[src/rtl/command_frame_builder_xor_macros.svh]
// Assertion macros for the command frame builder
`ifndef COMMAND_FRAME_BUILDER_XOR_MACROS_SVH
`define COMMAND_FRAME_BUILDER_XOR_MACROS_SVH

// same-cycle implication, disabled in reset
`define CFB_ASSERT_NOW(label, ante, cons) \
  label: assert property (@(posedge clk) disable iff (!rst_n) (ante) |-> (cons)) \
    else $error("cfb assertion failed");

// next-cycle implication, disabled in reset
`define CFB_ASSERT_NEXT(label, ante, cons) \
  label: assert property (@(posedge clk) disable iff (!rst_n) (ante) |=> (cons)) \
    else $error("cfb assertion failed");

`endif

[src/rtl/cfb_pkg.sv]
// Shared types and constants of the command frame builder
package cfb_pkg;

  localparam int MaxPayloadDefault = 64;
  localparam int QueueDepthDefault = 4;
  localparam logic [7:0] LenOverhead = 8'd6;
  localparam logic [7:0] HeaderReset = 8'hAA;
  localparam logic [7:0] AddrReset   = 8'h00;
  localparam logic [7:0] Instr2Reset = 8'h00;

  typedef enum logic [1:0] {
    REG_HEADER  = 2'd0,
    REG_ADDRESS = 2'd1,
    REG_INSTR2  = 2'd2
  } cfg_reg_t;

  typedef struct packed {
    logic       first;
    logic       zero_len;
    logic       last;
    logic [7:0] hdr_byte;
    logic [7:0] dev_addr;
    logic [7:0] len_byte;
    logic [7:0] instr;
    logic [7:0] instr2;
    logic [7:0] payload;
  } cmd_t;

  typedef struct packed {
    logic push;
    cmd_t cmd;
  } push_t;

  typedef struct packed {
    logic empty;
    cmd_t head;
  } head_t;

endpackage

[src/rtl/cfb_front.sv]
// Front end: configuration registers, frame tracking and command classification
module cfb_front #(
  parameter int MAX_PAYLOAD = cfb_pkg::MaxPayloadDefault
) (
  input  logic           clk,
  input  logic           rst_n,
  input  logic           cfg_we,
  input  logic [1:0]     cfg_index,
  input  logic [7:0]     cfg_wdata,
  input  logic           in_valid,
  input  logic           in_first_item,
  input  logic [7:0]     in_instruction,
  input  logic [6:0]     in_payload_len,
  input  logic [7:0]     in_payload_byte,
  input  logic           q_full,
  output logic           in_stall,
  output cfb_pkg::push_t push
);

  localparam logic [7:0] MaxLen = 8'(MAX_PAYLOAD);

  logic [7:0] hdr_r, addr_r, instr2_r;
  logic       open_r, open_nxt;
  logic [6:0] remain_r, remain_nxt;
  logic       accept;
  logic [7:0] len_ext, len_sat;

  assign in_stall = q_full;
  assign accept   = in_valid && !q_full;
  assign len_ext  = {1'b0, in_payload_len};
  assign len_sat  = (len_ext > MaxLen) ? MaxLen : len_ext;

  always_comb begin
    open_nxt          = open_r;
    remain_nxt        = remain_r;
    push.push         = 1'b0;
    push.cmd.first    = in_first_item;
    push.cmd.zero_len = (len_sat == 8'd0);
    push.cmd.last     = 1'b0;
    push.cmd.hdr_byte = hdr_r;
    push.cmd.dev_addr = addr_r;
    push.cmd.len_byte = len_sat + cfb_pkg::LenOverhead;
    push.cmd.instr    = in_instruction;
    push.cmd.instr2   = instr2_r;
    push.cmd.payload  = in_payload_byte;
    if (accept) begin
      if (in_first_item) begin
        push.push     = 1'b1;
        push.cmd.last = (len_sat == 8'd1);
        open_nxt      = (len_sat > 8'd1);
        remain_nxt    = (len_sat == 8'd0) ? 7'd0 : 7'(len_sat - 8'd1);
      end else if (open_r && remain_r != 7'd0) begin
        push.push     = 1'b1;
        push.cmd.last = (remain_r == 7'd1);
        open_nxt      = (remain_r != 7'd1);
        remain_nxt    = remain_r - 7'd1;
      end
    end
  end

  always_ff @(posedge clk) begin
    if (!rst_n) begin
      hdr_r    <= cfb_pkg::HeaderReset;
      addr_r   <= cfb_pkg::AddrReset;
      instr2_r <= cfb_pkg::Instr2Reset;
      open_r   <= 1'b0;
      remain_r <= 7'd0;
    end else begin
      open_r   <= open_nxt;
      remain_r <= remain_nxt;
      if (cfg_we) begin
        unique case (cfg_index)
          cfb_pkg::REG_HEADER:  hdr_r    <= cfg_wdata;
          cfb_pkg::REG_ADDRESS: addr_r   <= cfg_wdata;
          cfb_pkg::REG_INSTR2:  instr2_r <= cfg_wdata;
          default: ;
        endcase
      end
    end
  end

endmodule

[src/rtl/cfb_queue.sv]
// Command queue between front end and byte engine
module cfb_queue #(
  parameter int DEPTH = cfb_pkg::QueueDepthDefault
) (
  input  logic           clk,
  input  logic           rst_n,
  input  cfb_pkg::push_t push,
  input  logic           pop,
  output logic           full,
  output cfb_pkg::head_t head
);

  localparam int PW = (DEPTH > 1) ? $clog2(DEPTH) : 1;
  localparam int CW = $clog2(DEPTH + 1);
  localparam logic [PW-1:0] LastPtr = PW'(DEPTH - 1);
  localparam logic [CW-1:0] FullCnt = CW'(DEPTH);

  cfb_pkg::cmd_t mem_r [DEPTH];
  logic [PW-1:0] wptr_r, rptr_r;
  logic [CW-1:0] cnt_r;

  assign full       = (cnt_r == FullCnt);
  assign head.empty = (cnt_r == '0);
  assign head.head  = mem_r[rptr_r];

  always_ff @(posedge clk) begin
    if (push.push) begin
      mem_r[wptr_r] <= push.cmd;
    end
  end

  always_ff @(posedge clk) begin
    if (!rst_n) begin
      wptr_r <= '0;
      rptr_r <= '0;
      cnt_r  <= '0;
    end else begin
      if (push.push) begin
        wptr_r <= (wptr_r == LastPtr) ? '0 : wptr_r + 1'b1;
      end
      if (pop) begin
        rptr_r <= (rptr_r == LastPtr) ? '0 : rptr_r + 1'b1;
      end
      if (push.push && !pop) begin
        cnt_r <= cnt_r + 1'b1;
      end else if (pop && !push.push) begin
        cnt_r <= cnt_r - 1'b1;
      end
    end
  end

endmodule

[src/rtl/cfb_back.sv]
// Byte engine: serializes commands into frame bytes with running XOR check
`include "command_frame_builder_xor_macros.svh"
module cfb_back (
  input  logic           clk,
  input  logic           rst_n,
  input  cfb_pkg::head_t head,
  output logic           pop,
  input  logic           out_stall,
  output logic           out_valid,
  output logic [7:0]     out_byte,
  output logic           out_frame_end
);

  typedef enum logic [2:0] {
    ST_HDR0, ST_HDR1, ST_HDR2, ST_HDR3, ST_HDR4, ST_PAY, ST_CHK
  } step_t;

  step_t      step_r, cur_step, step_nxt;
  logic       busy_r, busy_nxt;
  logic [7:0] xor_r, xor_nxt;
  logic       valid_r;
  logic [7:0] byte_r;
  logic       end_r;
  logic       load;
  logic [7:0] sel_byte;

  assign out_valid     = valid_r;
  assign out_byte      = byte_r;
  assign out_frame_end = end_r;

  assign cur_step = busy_r ? step_r : (head.head.first ? ST_HDR0 : ST_PAY);
  assign load     = !head.empty && (!valid_r || !out_stall);

  always_comb begin
    sel_byte = xor_r;
    step_nxt = cur_step;
    busy_nxt = 1'b1;
    xor_nxt  = xor_r;
    pop      = 1'b0;
    unique case (cur_step)
      ST_HDR0: begin
        sel_byte = head.head.hdr_byte;
        step_nxt = ST_HDR1;
        xor_nxt  = sel_byte;
      end
      ST_HDR1: begin
        sel_byte = head.head.dev_addr;
        step_nxt = ST_HDR2;
        xor_nxt  = xor_r ^ sel_byte;
      end
      ST_HDR2: begin
        sel_byte = head.head.len_byte;
        step_nxt = ST_HDR3;
        xor_nxt  = xor_r ^ sel_byte;
      end
      ST_HDR3: begin
        sel_byte = head.head.instr;
        step_nxt = ST_HDR4;
        xor_nxt  = xor_r ^ sel_byte;
      end
      ST_HDR4: begin
        sel_byte = head.head.instr2;
        step_nxt = head.head.zero_len ? ST_CHK : ST_PAY;
        xor_nxt  = xor_r ^ sel_byte;
      end
      ST_PAY: begin
        sel_byte = head.head.payload;
        step_nxt = ST_CHK;
        xor_nxt  = xor_r ^ sel_byte;
        busy_nxt = head.head.last;
        pop      = load && !head.head.last;
      end
      ST_CHK: begin
        sel_byte = xor_r;
        xor_nxt  = 8'd0;
        busy_nxt = 1'b0;
        pop      = load;
      end
      default: ;
    endcase
  end

  always_ff @(posedge clk) begin
    if (!rst_n) begin
      step_r  <= ST_HDR0;
      busy_r  <= 1'b0;
      xor_r   <= 8'd0;
      valid_r <= 1'b0;
    end else begin
      if (load) begin
        step_r  <= step_nxt;
        busy_r  <= busy_nxt;
        xor_r   <= xor_nxt;
        valid_r <= 1'b1;
        byte_r  <= sel_byte;
        end_r   <= (cur_step == ST_CHK);
      end else if (!out_stall) begin
        valid_r <= 1'b0;
      end
    end
  end

  `CFB_ASSERT_NOW(a_pop_nonempty, pop, !head.empty)
  `CFB_ASSERT_NOW(a_busy_has_cmd, busy_r, !head.empty)
  `CFB_ASSERT_NOW(a_busy_past_start, busy_r, step_r != ST_HDR0)
  `CFB_ASSERT_NEXT(a_chk_clears_xor, load && cur_step == ST_CHK, xor_r == 8'd0)

endmodule

[src/rtl/command_frame_builder_xor.sv]
// Top level of the command frame builder with XOR check byte
// Each accepted item becomes at most one queued command; the byte engine then
// emits one frame byte per cycle while out_stall is low. A payload item yields
// its payload byte, followed by the check byte when it is the last of its frame.
// The first item of a frame yields six bytes: five header bytes, then the check
// byte for zero length or its own payload byte otherwise. It yields seven when
// its length is one, because the check byte follows its payload byte.
// The output byte register is the limit: input is taken every cycle while the
// command queue (QUEUE_DEPTH entries) has room, so the header bytes of a first
// item can fill it and stall later items. Payload lengths above MAX_PAYLOAD
// saturate. A non-first item with no frame open is accepted and dropped.
module command_frame_builder_xor #(
  parameter int MAX_PAYLOAD = cfb_pkg::MaxPayloadDefault,
  parameter int QUEUE_DEPTH = cfb_pkg::QueueDepthDefault
) (
  input  logic       clk,
  input  logic       rst_n,
  input  logic       cfg_we,
  input  logic [1:0] cfg_index,
  input  logic [7:0] cfg_wdata,
  input  logic       in_valid,
  output logic       in_stall,
  input  logic       in_first_item,
  input  logic [7:0] in_instruction,
  input  logic [6:0] in_payload_len,
  input  logic [7:0] in_payload_byte,
  output logic       out_valid,
  input  logic       out_stall,
  output logic [7:0] out_byte,
  output logic       out_frame_end
);

  cfb_pkg::push_t push;
  cfb_pkg::head_t head;
  logic           q_full;
  logic           pop;

  cfb_front #(
    .MAX_PAYLOAD(MAX_PAYLOAD)
  ) u_front (
    .clk            (clk),
    .rst_n          (rst_n),
    .cfg_we         (cfg_we),
    .cfg_index      (cfg_index),
    .cfg_wdata      (cfg_wdata),
    .in_valid       (in_valid),
    .in_first_item  (in_first_item),
    .in_instruction (in_instruction),
    .in_payload_len (in_payload_len),
    .in_payload_byte(in_payload_byte),
    .q_full         (q_full),
    .in_stall       (in_stall),
    .push           (push)
  );

  cfb_queue #(
    .DEPTH(QUEUE_DEPTH)
  ) u_queue (
    .clk  (clk),
    .rst_n(rst_n),
    .push (push),
    .pop  (pop),
    .full (q_full),
    .head (head)
  );

  cfb_back u_back (
    .clk          (clk),
    .rst_n        (rst_n),
    .head         (head),
    .pop          (pop),
    .out_stall    (out_stall),
    .out_valid    (out_valid),
    .out_byte     (out_byte),
    .out_frame_end(out_frame_end)
  );

endmodule

[config.mk]
export PLATFORM = sky130hd
export DESIGN_NAME = command_frame_builder_xor
export DESIGN_NICKNAME = d
export VERILOG_FILES = /design/src/rtl/cfb_pkg.sv /design/src/rtl/cfb_front.sv /design/src/rtl/cfb_queue.sv /design/src/rtl/cfb_back.sv /design/src/rtl/command_frame_builder_xor.sv
export VERILOG_INCLUDE_DIRS = /design/src /design/src/rtl
export SDC_FILE = /design/constraint.sdc
export NUM_CORES = 1
export LEC_CHECK = 0
export BUFFER_PORTS_ARGS = -buffer_cell sky130_fd_sc_hd__buf_2
export CORE_ASPECT_RATIO = 0.6
export CORE_MARGIN = 1
export CORE_UTILIZATION = 61
export DETAILED_ROUTE_END_ITERATION = 8
export PLACE_DENSITY = 0.79
export SETUP_SLACK_MARGIN = 0.4
export SYNTH_ARGS = -nofsm -noshare
export SYNTH_HDL_FRONTEND = slang
export SYNTH_SLANG_ARGS = --single-unit
export TNS_END_PERCENT = 100
[constraint.sdc]
create_clock -name clk -period 3.43 [get_ports clk]
set_input_delay 0.1715 -clock clk [delete_from_list [all_inputs] [get_ports clk]]
set_output_delay 0.1715 -clock clk [all_outputs]
set_load 0.05 [all_outputs]
# [Word-level counts from Yosys, hierarchy flattened]
# Memory sizes are Yosys's and may differ from the RTL's. A register that Yosys moved wholly into a read port is not among the register bits.
# Cells that the tools add are included.
[op_classes] n_addsub=7 multipliers=0 div=0 order_cmp=2 n_eq_ne=15 shift=0 mux=30 bitwise=5 reduce_logical=28
[ops] operator="8-bit one-hot mux with 7 select lines" count=1
[ops] operator="8-bit one-hot mux with 6 select lines" count=1
[ops] operator="8-bit XOR" count=5
[ops] operator="7-bit two-way mux" count=4
[ops] operator="3-bit one-hot mux with 6 select lines" count=1
[ops] operator="7-bit nonzero test" count=2
[ops] operator="7-bit by 1-bit subtractor with 7-bit output (second input constant)" count=2
[ops] operator="3-bit equality test (second input constant)" count=4
[ops] operator="1-bit two-way mux" count=12
[ops] operator="3-bit two-way mux" count=4
[ops] operator="2-bit AND reduction" count=6
[ops] operator="2-bit two-way mux" count=5
[ops] operator="8-bit by 3-bit adder with 8-bit output (second input constant)" count=1
[ops] operator="8-bit by 1-bit equality test with 1-bit output (second input constant)" count=1
[ops] operator="8-bit by 1-bit > comparator with 1-bit output (second input constant)" count=1
[ops] operator="8-bit zero test" count=1
[ops] operator="7-bit by 1-bit equality test with 1-bit output (second input constant)" count=1
[ops] operator="7-bit > comparator (second input constant)" count=1
[ops] operator="1-bit zero test" count=7
[ops] operator="7-bit by 1-bit inequality test with 1-bit output (second input constant)" count=1
[ops] operator="2-bit equality test (second input constant)" count=3
[ops] operator="3-bit by 2-bit equality test with 1-bit output (second input constant)" count=2
[ops] operator="1-bit logical AND" count=6
[ops] operator="3-bit zero test" count=2
[ops] operator="other kinds (10)" count=13
[word_totals] reg_bits=61 latch_bits=0 mem_bits_rw=204 romBits=0 inputBits=39 out_inout_bits=11 word_cells=102 mem_count=1
[memory_table] memory="u_queue.mem_r" words=4 width=51 rd=1 rd_ports_with_merged_regs=1 wr=1 line="cfb_queue.sv:18" text="cfb_pkg::cmd_t mem_r [DEPTH];"

# [Longest topological paths before layout]
[logic_depth] depth_word=9 depth_mapped=13 mapped_depth_nobuf=12

# [Hierarchy]
# A second synthesis with hierarchy kept.
[unflattened] hier_cells=717 area_unflattened_um2=11453.5
[by_module_without_submodules] module="cfb_queue" n_inst=1 cells_each=311 area_per_inst_um2=7876.3 seq_area_each_um2=6306.0
[by_module_without_submodules] module="cfb_front" n_inst=1 cells_each=212 area_per_inst_um2=1908.1 seq_area_each_um2=640.6
[by_module_without_submodules] module="cfb_back" n_inst=1 cells_each=194 area_per_inst_um2=1669.1 seq_area_each_um2=530.5

# [Worst setup path before layout]
# OpenSTA, ideal clock, no wires.
[synth_path] kind="flip-flop to flip-flop" startpoint="register u_front.remain_r[0]" endpoint="memory u_queue.mem_r[3][0] in the netlist's numbering, enable pin" setup_ps=414 arrival_ps=2579 t_required_ps=3016 path_slack_ps=438 path_stages_with_launch=9 n_path_buf=1 period_less_slack_ps=2992 path_cell_list="dfxtp_1 > inv_1 > ha_1 > inv_1 > o31a_1 > o211ai_2 > inv_2 > clkbuf_1 > and2_1"
[synth_lines] item="from (decl)" line="cfb_front.sv:24" text="logic [6:0] remain_r, remain_nxt;"
[synth_lines] item="from (signal assigned)" line="cfb_front.sv:70" text="remain_r <= remain_nxt;"
[synth_lines] item="to (decl)" line="cfb_queue.sv:18"

==> metrics.md <==
| Metric | Value |
|---|---|
| Run status | complete, no violations |
| Total grt overflow | 0 |
| Slowest stage delay, CP | 0.65 ns |
| Fmax | 361 MHz |
| Critical path peak fanout | 33 |
| Filler instances | roughly 1100 |
| Worst-Margin Slew | about 0.9 ns |
| FP Rows | 37 |
| Vias in the first global route | roughly 6300 |
| Clk buf depth | 3 |
| CTS Sinks | between 200 and 300 |
| Synth Instances | roughly 680 |
| Worst Reg-to-Reg Cells | 5 |
| Fin crit share | 0.809 |
| Pre-antenna DRT Iters | 5 |
| Placer Congestion | just over 0.8 |
| Max Cap Violations | 0 |
| Area grow syn2layout | 14.2% |
| CP Launch Type | flop |
| Critical path class | flop to flop |
| Ys flop type | edfxtp_1 |
| Largest net degree at the start of global routing | 52 |
| CTS H-tree lvls | 1 |
| Clock Root Buffer | clkbuf_16 |
| DP Cell Count | between 900 and 1000 |
| Setup_tns | 0 ns |
| Register bit total from synthesis | ~270 |
| Post-synth EDFFs | between 200 and 250 |
| Drt wl/cell | ~24 um |
| Starting DRT DRC Count | between 600 and 700 |
| Total track usage | 0.267 |
| Port Buffers | between 40 and 50 |
| DRC Markers | 0 |
| RSZ-0062 raised after global routing | no |
| Min-Delay Path Depth | 3 |
| Crit-path cells | buf_4, mux4_2, a22o_1, a22oi_1, nand3_1 |
| Yosys Warn Count | 0 |
| Delay-heaviest family, CP | multiplexers |
| Final Core Density | 0.722 |
| Clk Latency, worst-skew pair | about 0.53 ns |
| Leakage | between 4 and 5 nW |
| PD cells | between 600 and 700 nW/um^2 |
| Final setup viols | 0 |
| Fin nets | 803 |
| HPWL Detailed | about 15000 um |
| Crit. End Element | flop |
| Diode count | 0 |
| CTS Buf Count | 24 |
| Peak supply drop | 450 uV |
| Top-area cell type share of the netlist area | 0.581 |
| Crit path depth | 5 |
| CTS clock-pin slew for the worst setup and hold paths | ~0.07 ns |
| Routed Antenna Nets | 0 |
| Top Ports | 50 |
| Synthesized cell area | roughly 11000 um^2 |
| Vias | about 6500 |
| Die Wd | between 150 and 200 um |
| Starting Density | 0.632 |
| Post-synth top area cell | edfxtp_1 |
| Netlist cell types | 64 |
| Asr flop ratio synth | 0 |
| Worst EP required | ~3.7 ns |
| Max Slew Vio Count | 0 |
| Sequential element share of the synthesized area | 0.680 |
| CTS tree | yes |
| Critical path arrival | around 3.0 ns |
| Worst hold-check path type | input port to flop |
| Worst Skew | 0.0110 ns |
| Hold Fails Final Rpt | 0 |
| Antenna violations before repair | 0 |
| Cell Count, Final, Fillers Out | roughly 1000 |
| Die area | between 15000 and 20000 um^2 |
| First-pass GRT wire length | 36400 um |
| CP max stage cell | mux4_2 |
| Layout cells sized above 1 | 0.214 |
| Drt via density | around 6.5 |
| Synthesized area per cell | between 15 and 20 um^2 |
| Minimum clock period | between 2 and 3 ns |
| Area contributors post-synth | edfxtp_1, mux4_2, dfxtp_1, mux2i_1, a22oi_1 |
| Core ar. | around 17000 um^2 |
| Post-Route WL | around 24000 um |
| Slew headroom | 0.413 |
| Die H | 106 um |
| Buffer and inverter count on the worst path | 1 |
-- worst min-delay path: cells and delay by family --
| family | cells | cell delay (ns) |
|---|---|---|
| buf+inv | 1 | 0.17 |
| compound gates | 1 | 0.07 |
| simple gates | 1 | 0.11 |
-- metal layers --
| metal | wire [um] | global-route usage | share of wire |
|---|---|---|---|
| met3 | 2470 | 0.0733 | 0.10 |
| met1 | 10300 | 0.385 | 0.42 |
| met2 | 10900 | 0.404 | 0.45 |
| met4 | 602 | 0.0758 | 0.025 |
| met5 | 0 | 0 | 0 |
-- layout by cell type, fill, tap and decap left out, types with 8 or more instances in the layout --
| master | netlist | final |
|---|---|---|
| mux2i_1 | 29 | 29 |
| inv_1 | 13 | 13 |
| o21ai_0 | 14 | 14 |
| clkbuf_16 | 0 | 26 |
| a211o_1 | 9 | 9 |
| nand2_1 | 30 | 30 |
| dfxtp_1 | 54 | 52 |
| buf_4 | 3 | 10 |
| nand4_1 | 10 | 10 |
| dlygate4sd3_1 | 0 | 25 |
| nand3_1 | 16 | 16 |
| nor3_1 | 8 | 8 |
| nor2b_1 | 25 | 25 |
| a21oi_1 | 15 | 15 |
| a21boi_1 | 8 | 8 |
| nor2_1 | 16 | 16 |
| ha_1 | 11 | 11 |
| a22o_1 | 16 | 16 |
| mux4_2 | 51 | 51 |
| edfxtp_1 | 213 | 213 |
| clkbuf_1 | 23 | 9 |
| buf_2 | 7 | 49 |
| a22oi_1 | 24 | 24 |
-- cell usage after synthesis, types with 3 or more instances --
library cell	instances
a21boi_0	4
edfxtp_1	213
nand3_1	16
buf_2	7
mux4_2	51
nand4_1	10
and2_1	7
a22o_1	16
buf_4	3
or3_1	4
nor3_1	8
a21oi_1	15
nand2b_1	3
nand3b_1	3
a21boi_1	8
dfxtp_1	54
nor2_1	16
nor4_1	3
nor2b_1	25
clkbuf_1	23
inv_1	13
ha_1	11
a22oi_1	24
a211o_1	9
nand2_1	30
xnor2_1	4
buf_1	5
o21ai_0	14
a31oi_1	3
mux2i_1	29
-- flip-flops by register name (all words and copies together) (netlist names), named ones only --
signal and flops:
u_back.busy_r 1, u_back.out_byte 8, u_back.out_frame_end 1, u_back.out_valid 1, u_back.step_r 3, u_back.xor_r 8, u_front.addr_r 8, u_front.hdr_r 8
u_front.instr2_r 8, u_front.open_r 1, u_front.remain_r 7, u_queue.cnt_r 3, u_queue.mem_r 204, u_queue.rptr_r 2, u_queue.wptr_r 2
-- cells by family (layout without fill, tap and decap cells) --
logic type      after synthesis  after routing  synth area share
xor+xnor                      6              6           0.00478
compound gates              115            115            0.0779
fa+ha+maj                    12             12            0.0143
mux                          82             82             0.133
flops                       267            267             0.680
other cells                   1              4          0.000341
buf+inv                      54            146            0.0216
simple gates                138            138            0.0687
-- cell type report --
type	instances	area [um^2]	area share
Multi-Input combinational cell	357	3300	0.263
Inverter	14	55.1	0.00438
Tap cell	234	293	0.0233
Clock buffer	38	726	0.0577
Sequential cell	267	7480	0.595
Clock inverter	6	57.6	0.00458
Timing Repair Buffer	88	651	0.0518
-- metrics by stage --
stage               worst slack (ns)  hold WS (ns)  area (um^2)  power (mW)
global placement               0.705         0.386        11500        5.98
detailed placement             0.644         0.389        11500        6.07
CTS                            0.614        0.0188        12600        8.74
floorplan                      0.438         0.270        11000        5.61
global route                   0.475        0.0461        12600        9.03
finish                         0.657        0.0436        12600        8.75
-- worst paths after layout --
kind	end	from	slack [ns]
worst max-delay path	u_back.out_byte[7]	flop	0.66
worst min-delay path	u_front.remain_r[6]	in_payload_len[6]	0.04
worst max register to register	u_back.out_byte[7]	flop	0.66
worst min register to register	u_back.out_valid	u_back.out_valid	0.49
-- report_power, final --
part           total [mW]  switching [mW]  internal (mW)
Sequential           4.08           0.258           3.82
Combinational        2.02            1.22          0.791
Clock                2.66            1.13           1.53
-- repair_timing --
action | in CTS | in global routing
hold endpoints to repair | 87 | 0
gates resized for setup | 0 | 2
hold buffers | 25 | 0
setup endpoints to repair | 0 | 1
setup buffers | 0 | 0
Power figures use the tool's default switching activity.
